`src/rtl/cds_pkg.sv`:
```
package cds_pkg;
  localparam int FB = 16;
  localparam logic [31:0] ONE_RAW = 32'd65536;
  localparam logic [31:0] TINY_RAW = 32'd6;

  typedef enum logic [4:0] {
    S_IDLE, S_BLEND, S_BLEND_W, S_DIV, S_POW_INIT, S_POW, S_ALPHA, S_DAMP, S_DAMP_W,
    S_SQRT, S_ACC1, S_ACC1_W, S_ACC2, S_ACC2_W, S_NV, S_NV_W, S_RES, S_RES_W,
    S_FIN, S_OUT
  } state_t;

  typedef struct packed {
    logic load;
    logic mul_go;
    logic mul_wr;
    logic [2:0] mul_sel;
    logic div_go;
    logic pow_init;
    logic pow_step;
    logic alpha_set;
    logic sqrt_go;
    logic finish;
  } cmd_t;

  typedef struct packed {
    logic dt_tiny;
    logic spring_tiny;
    logic unit_busy;
    logic pow_done;
  } sts_t;

  localparam logic [2:0] M_BLEND = 3'd0;
  localparam logic [2:0] M_DAMP = 3'd1;
  localparam logic [2:0] M_ACC1 = 3'd2;
  localparam logic [2:0] M_ACC2 = 3'd3;
  localparam logic [2:0] M_NV = 3'd4;
  localparam logic [2:0] M_RES = 3'd5;

  localparam logic [1:0] R_INERTIA = 2'd0;
  localparam logic [1:0] R_HALF = 2'd1;
  localparam logic [1:0] R_SPRING = 2'd2;
  localparam logic [1:0] R_SPEED = 2'd3;

  // round-to-nearest, ties away, rescale by 2^FB of a signed 66-bit magnitude product
  function automatic logic signed [65:0] rnd_shift(input logic neg, input logic [65:0] mag);
    logic [65:0] r;
    r = (mag + 66'(1 << (FB - 1))) >> FB;
    return neg ? -$signed(r) : $signed(r);
  endfunction
endpackage

```
`src/rtl/cds_ctrl.sv`:
```
module cds_ctrl import cds_pkg::*; (
  input  logic clk,
  input  logic rst,
  input  logic in_valid,
  input  logic out_stall,
  input  sts_t sts,
  output logic in_stall,
  output logic out_valid,
  output cmd_t cmd
);
  state_t state, state_next;

  always_ff @(posedge clk) begin
    if (rst) state <= S_IDLE;
    else state <= state_next;
  end

  always_comb begin
    state_next = state;
    cmd = '0;
    in_stall = (state != S_IDLE);
    out_valid = (state == S_OUT);
    case (state)
      S_IDLE: if (in_valid) begin
        cmd.load = 1'b1;
        state_next = S_BLEND;
      end
      S_BLEND: begin
        if (sts.dt_tiny) begin
          state_next = S_OUT;
        end else begin
          cmd.mul_go = 1'b1;
          cmd.mul_sel = M_BLEND;
          cmd.div_go = 1'b1;
          state_next = S_BLEND_W;
        end
      end
      S_BLEND_W: begin
        cmd.mul_wr = 1'b1;
        cmd.mul_sel = M_BLEND;
        state_next = S_DIV;
      end
      S_DIV: if (!sts.unit_busy) state_next = S_POW_INIT;
      S_POW_INIT: begin
        cmd.pow_init = 1'b1;
        state_next = S_POW;
      end
      S_POW: begin
        if (sts.pow_done) state_next = S_ALPHA;
        else cmd.pow_step = 1'b1;
      end
      S_ALPHA: begin
        cmd.alpha_set = 1'b1;
        state_next = S_DAMP;
      end
      S_DAMP: begin
        cmd.mul_go = 1'b1;
        cmd.mul_sel = M_DAMP;
        state_next = S_DAMP_W;
      end
      S_DAMP_W: begin
        cmd.mul_wr = 1'b1;
        cmd.mul_sel = M_DAMP;
        if (sts.spring_tiny) begin
          state_next = S_FIN;
        end else begin
          cmd.sqrt_go = 1'b1;
          state_next = S_SQRT;
        end
      end
      S_SQRT: if (!sts.unit_busy) state_next = S_ACC1;
      S_ACC1: begin
        cmd.mul_go = 1'b1;
        cmd.mul_sel = M_ACC1;
        state_next = S_ACC1_W;
      end
      S_ACC1_W: begin
        cmd.mul_wr = 1'b1;
        cmd.mul_sel = M_ACC1;
        state_next = S_ACC2;
      end
      S_ACC2: begin
        cmd.mul_go = 1'b1;
        cmd.mul_sel = M_ACC2;
        state_next = S_ACC2_W;
      end
      S_ACC2_W: begin
        cmd.mul_wr = 1'b1;
        cmd.mul_sel = M_ACC2;
        state_next = S_NV;
      end
      S_NV: begin
        cmd.mul_go = 1'b1;
        cmd.mul_sel = M_NV;
        state_next = S_NV_W;
      end
      S_NV_W: begin
        cmd.mul_wr = 1'b1;
        cmd.mul_sel = M_NV;
        state_next = S_RES;
      end
      S_RES: begin
        cmd.mul_go = 1'b1;
        cmd.mul_sel = M_RES;
        state_next = S_RES_W;
      end
      S_RES_W: begin
        cmd.mul_wr = 1'b1;
        cmd.mul_sel = M_RES;
        state_next = S_FIN;
      end
      S_FIN: begin
        cmd.finish = 1'b1;
        state_next = S_OUT;
      end
      S_OUT: begin
        if (!out_stall) state_next = S_IDLE;
      end
      default: state_next = S_IDLE;
    endcase
  end
endmodule

```
`config.mk`:
```
export PLATFORM = sky130hd
export DESIGN_NAME = cds_ctrl
export DESIGN_NICKNAME = d
export VERILOG_FILES = /design/src/rtl/cds_pkg.sv /design/src/rtl/cds_ctrl.sv
export SDC_FILE = /design/constraint.sdc
export NUM_CORES = 1
export LEC_CHECK = 0
export ABC_AREA = 1
export BUFFER_PORTS_ARGS = -buffer_cell sky130_fd_sc_hd__buf_2
export CORE_MARGIN = 5
export CORE_UTILIZATION = 42
export DETAILED_ROUTE_END_ITERATION = 10
export PLACE_DENSITY = 0.73
export RECOVER_POWER = 50
export SLEW_MARGIN = 20
export SYNTH_ARGS = -nofsm -noshare
export SYNTH_HDL_FRONTEND = slang
export SYNTH_SLANG_ARGS = --single-unit
```
`constraint.sdc`:
```
create_clock -name clk -period 1.1 [get_ports clk]
set_input_delay 0.11 -clock clk [delete_from_list [all_inputs] [get_ports clk]]
set_output_delay 0.11 -clock clk [all_outputs]
set_load 0.005 [all_outputs]
```
==> flow_metrics.tcl, run 1 <==
set metrics [dict create \
    gp_congestion 0.873 \
    worstEpCategory "primary output" \
    yosys.area.top_type "dfxtp_1" \
    synth_nets 112 \
    synth_area_um2 573 \
    yosys-top-cells-count "nand2_1 (23), nor2_1 (15), nand3_1 (12), inv_1 (9), inv_2 (7)" \
    io_buffers 21 \
    cts_buffers 3 \
    synth_seq_cells 5 \
    error "[ERROR DPL-0038] Utilization greater than 100%, impossible to legalize" \
    grt-worst-endpoint "cmd[9]" \
    dpl.hpwl_um 1550 \
    status "stopped before the end" \
    grt_max_degree 8 \
    numClockSinks 5 \
    syn_area_per_cell_um2 5.51 \
    ys.warnings.count 0 \
    ys_seq_area_share_pct 17.5 \
    yosysMostFrequentCell "nand2_1" \
    lastStage "global routing (5_1_grt)" \
    die_y_um 46.9 \
    cts_max_level 1 \
    yosys-top-cells-area "dfxtp_1 (17%), nand2_1 (15%), nand3_1 (10%)" \
    ys_types 19 \
    die_w_um 46.9 \
    synth-edff-count 0 \
    synthArstFlopShare_pct 0 \
    cts-root-buf "clkbuf_4" \
    syn_inst 104 \
    ioPinCount 22 \
    synth_top_flop_cell "dfxtp_1" \
    clockBufferDepth 2 \
    initial_utilization_pct 44.0 \
    synth_top_area_share_pct 17.5 \
    fp-row-count 13 \
]
-- stage by stage --
stage / instance area, µm² / worst slack, ns / instances / hold WS, ns / util [%]
2_1_floorplan: 613 / 0.00671 / 104 / 0.169 / -
3_3_place_gp: 872 / -0.262 / 158 / 0.323 / 67.0
3_5_place_dp: 872 / -0.271 / 158 / 0.328 / 67.0
4_1_cts: 1170 / -0.323 / 176 / 0.0686 / 89.6
-- kinds of logic after synthesis --
| logic type | synth area share, % |
|---|---|
| AND/OR/NAND/NOR | 57.4 |
| flip-flops | 17.5 |
| buffers and inverters | 10.5 |
| AO/OA/AOI/OAI | 14.6 |
-- what timing repair did --
| item | 4_1_cts |
|---|---|
| gates resized for setup | 40 |
| pin swaps | 15 |
| hold buffers | 0 |
| setup endpoints to repair | 19 |
| setup buffers | 14 |
==> run 2, diff against run 1 <==
CORE_AREA = 5 5 66 68   (was not set)
CORE_MARGIN = not set   (was 5)
CORE_UTILIZATION = not set   (was 42)
DIE_AREA = 0 0 71 73   (was not set)
PLACE_DENSITY = not set   (was 0.73)
PLACE_DENSITY_LB_ADDON = 0.15   (was not set)
clock period = 1.4 ns   (was 1.1 ns; I/O delays follow)
==> run 2 against run 1 <==
Synthesized area is the same. The flow now finishes, with violations (setup timing). Synthesized cell count unchanged.
==> flow_metrics.tcl, run 2 <==
set metrics [dict create \
    firstDrtPassIters 4 \
    area_growth_pct 120 \
    fp-row-count 23 \
    core_mm2 0.00380 \
    grt_pass1_wl_um 4080 \
    grt_max_degree 8 \
    maxCapViolations 0 \
    violations "setup timing" \
    placed_area_um2 861 \
    worst_slew_pin_slew_ns 0.246 \
    synth_top_flop_cell "dfxtp_1" \
    status "finished with violations" \
    synth_area_um2 573 \
    routed_wl_um 2450 \
    worstReg2RegEnd "state[2]" \
    yosysMostFrequentCell "nand2_1" \
    drive_gt1_share_pct 62.8 \
    hold_end "state[0]" \
    worstSetupStartpointType "flip-flop" \
    gp_congestion 0.924 \
    fmax_mhz 680 \
    syn_area_per_cell_um2 5.51 \
    syn_inst 104 \
    p_leak_uw 0.000687 \
    synth-edff-count 0 \
    hp-start "rst" \
    diodes 0 \
    vias 914 \
    yosys.area.top_type "dfxtp_1" \
    stdcell_count 214 \
    worstPathArrival_ns 1.33 \
    top_register "state" \
    grt_pass1_vias 946 \
    wl_per_cell_um 11.5 \
    nets 173 \
    final_cell_mix "buf_4 (28), buf_2 (21), nand2_1 (15)" \
    ys.warnings.count 0 \
    largest_reg_flops 5 \
    fill_cells 421 \
    worstSetupPathType "reg2out" \
    initial_utilization_pct 15.1 \
    vias_per_cell 4.27 \
    die_y_um 73 \
    fin_util_pct 33.2 \
    min_path_cells 2 \
    io_buffers 21 \
    numClockSinks 5 \
    synth_top_area_share_pct 17.5 \
    hold_buffers 0 \
    clockBufferDepth 2 \
    fin_crit_sh_pct 105 \
    cts_max_level 1 \
    slew-limit-headroom_pct 83.4 \
    yosys-top-cells-count "nand2_1 (23), nor2_1 (15), nand3_1 (12), inv_1 (9), inv_2 (7)" \
    endpoint_kind "primary output" \
    vdd_drop_max_mv 0.536 \
    layout_commonest_cell "buf_4" \
    ioPinCount 22 \
    synth_seq_cells 5 \
    hold_viol_final 0 \
    cts_buffers 3 \
    grtUsageTotal_pct 9.96 \
    hold_class "in2reg" \
    worstSkewPairLatency_ns 0.22 \
    synth_nets 112 \
    cp.required_ns 1.26 \
    antenna_found_initial 0 \
    setup_viol_count_final 7 \
    drc 0 \
    clk_pin_slew_ns 0.04 \
    fin_setup_tns_ns -0.222 \
    dpl.hpwl_um 1890 \
    skew_ns 0.00375 \
    finalWorstSetupSlack_ns -0.0705 \
    dp.cells 191 \
    rr_worst_depth 10 \
    top_regs "state (5)" \
    synthArstFlopShare_pct 0 \
    r2r_setup_slack_ns 0 \
    cts_tree "done" \
    design_area_mm2 0.00126 \
    powerDensity_mw_per_mm2 1780 \
    die_w_um 71 \
    rr_startpoint "state[0]" \
    ys_seq_area_share_pct 17.5 \
    drt_iter0_markers 48 \
    cts-root-buf "clkbuf_8" \
    die-area_mm2 0.00518 \
    yosys-top-cells-area "dfxtp_1 (17%), nand2_1 (15%), nand3_1 (10%)" \
    ys_types 19 \
    rsz0062_at_grt "true" \
    cp_max_fo 7 \
    ant_nets 0 \
    grt-ovfl-total 0 \
    finalCriticalPeriod_ns 1.47 \
    maxSlewViolCount 0 \
]
-- run 2: timing repair --
action / in CTS / in global routing
pin swaps: 10 / 16
setup endpoints to repair: 15 / 12
gates cloned: 0 / 0
gates resized for setup: 39 / 19
setup buffers: 11 / 9
-- run 2: stage by stage --
stage,total power [µW],hold slack [ns],setup WS [ns]
2_1_floorplan,869,0.209,0.229
3_5_place_dp,1410,0.385,-0.0546
4_1_cts,2020,0.139,-0.0453
3_3_place_gp,1450,0.381,-0.0689
6_report,2250,0.140,-0.0705
5_1_grt,2450,0.149,-0.150
-- run 2: kinds of logic after synthesis --
kind of cell | count (synthesis) | synth area share, %
AOI/OAI and AO/OA | 15 | 14.6
DFF | 5 | 17.5
buffers and inverters | 16 | 10.5
and+or+nand+nor | 68 | 57.4
-- run 2: layer usage --
layer | up-vias | global-route usage, % | part of all wire [%]
met4 | 0 | 6.68 | 3.1
met1 | 421 | 10.1 | 38
met2 | 24 | 18.0 | 54
met5 | - | 0 | 0
met3 | 8 | 2.48 | 4.6
li1 | 461 | - | -
-- run 2: final cells by class --
cell class	instances	area [µm²]	share of cell area (%)
tap	50	62.6	4.96
multi-input combinational	83	568	45.0
sequential	5	119	9.42
inverter	16	72.6	5.75
timing repair buffer	56	394	31.2
clock buffer	4	45.0	3.57
-- run 2: where the power goes --
part | internal (µW) | switching (µW) | total, µW
combinational | 802 | 839 | 1640
clock | 195 | 70.1 | 265
sequential | 216 | 127 | 342
-- run 2: how the worst max path moves through the flow --
stage,start,end,slack (ns),cells after the start
2_1_floorplan,state[2],state[2],0.23,7
6_report,state[4],cmd[10],-0.07,6
3_5_place_dp,state[0],cmd[10],-0.05,7
5_1_grt,state[4],cmd[9],-0.15,8
4_1_cts,state[2],cmd[9],-0.05,8
3_3_place_gp,state[3],state[0],-0.07,6
-- run 2: worst max-delay path: stages, from the launching register on --
cell and delay [ns]:
dfxtp_4 0.37, inv_4 0.08, nand3_4 0.12, buf_6 0.15, o22ai_2 0.15, nand3b_1 0.13
buf_2 0.11
No activity file was read; power rests on OpenSTA's default activity.
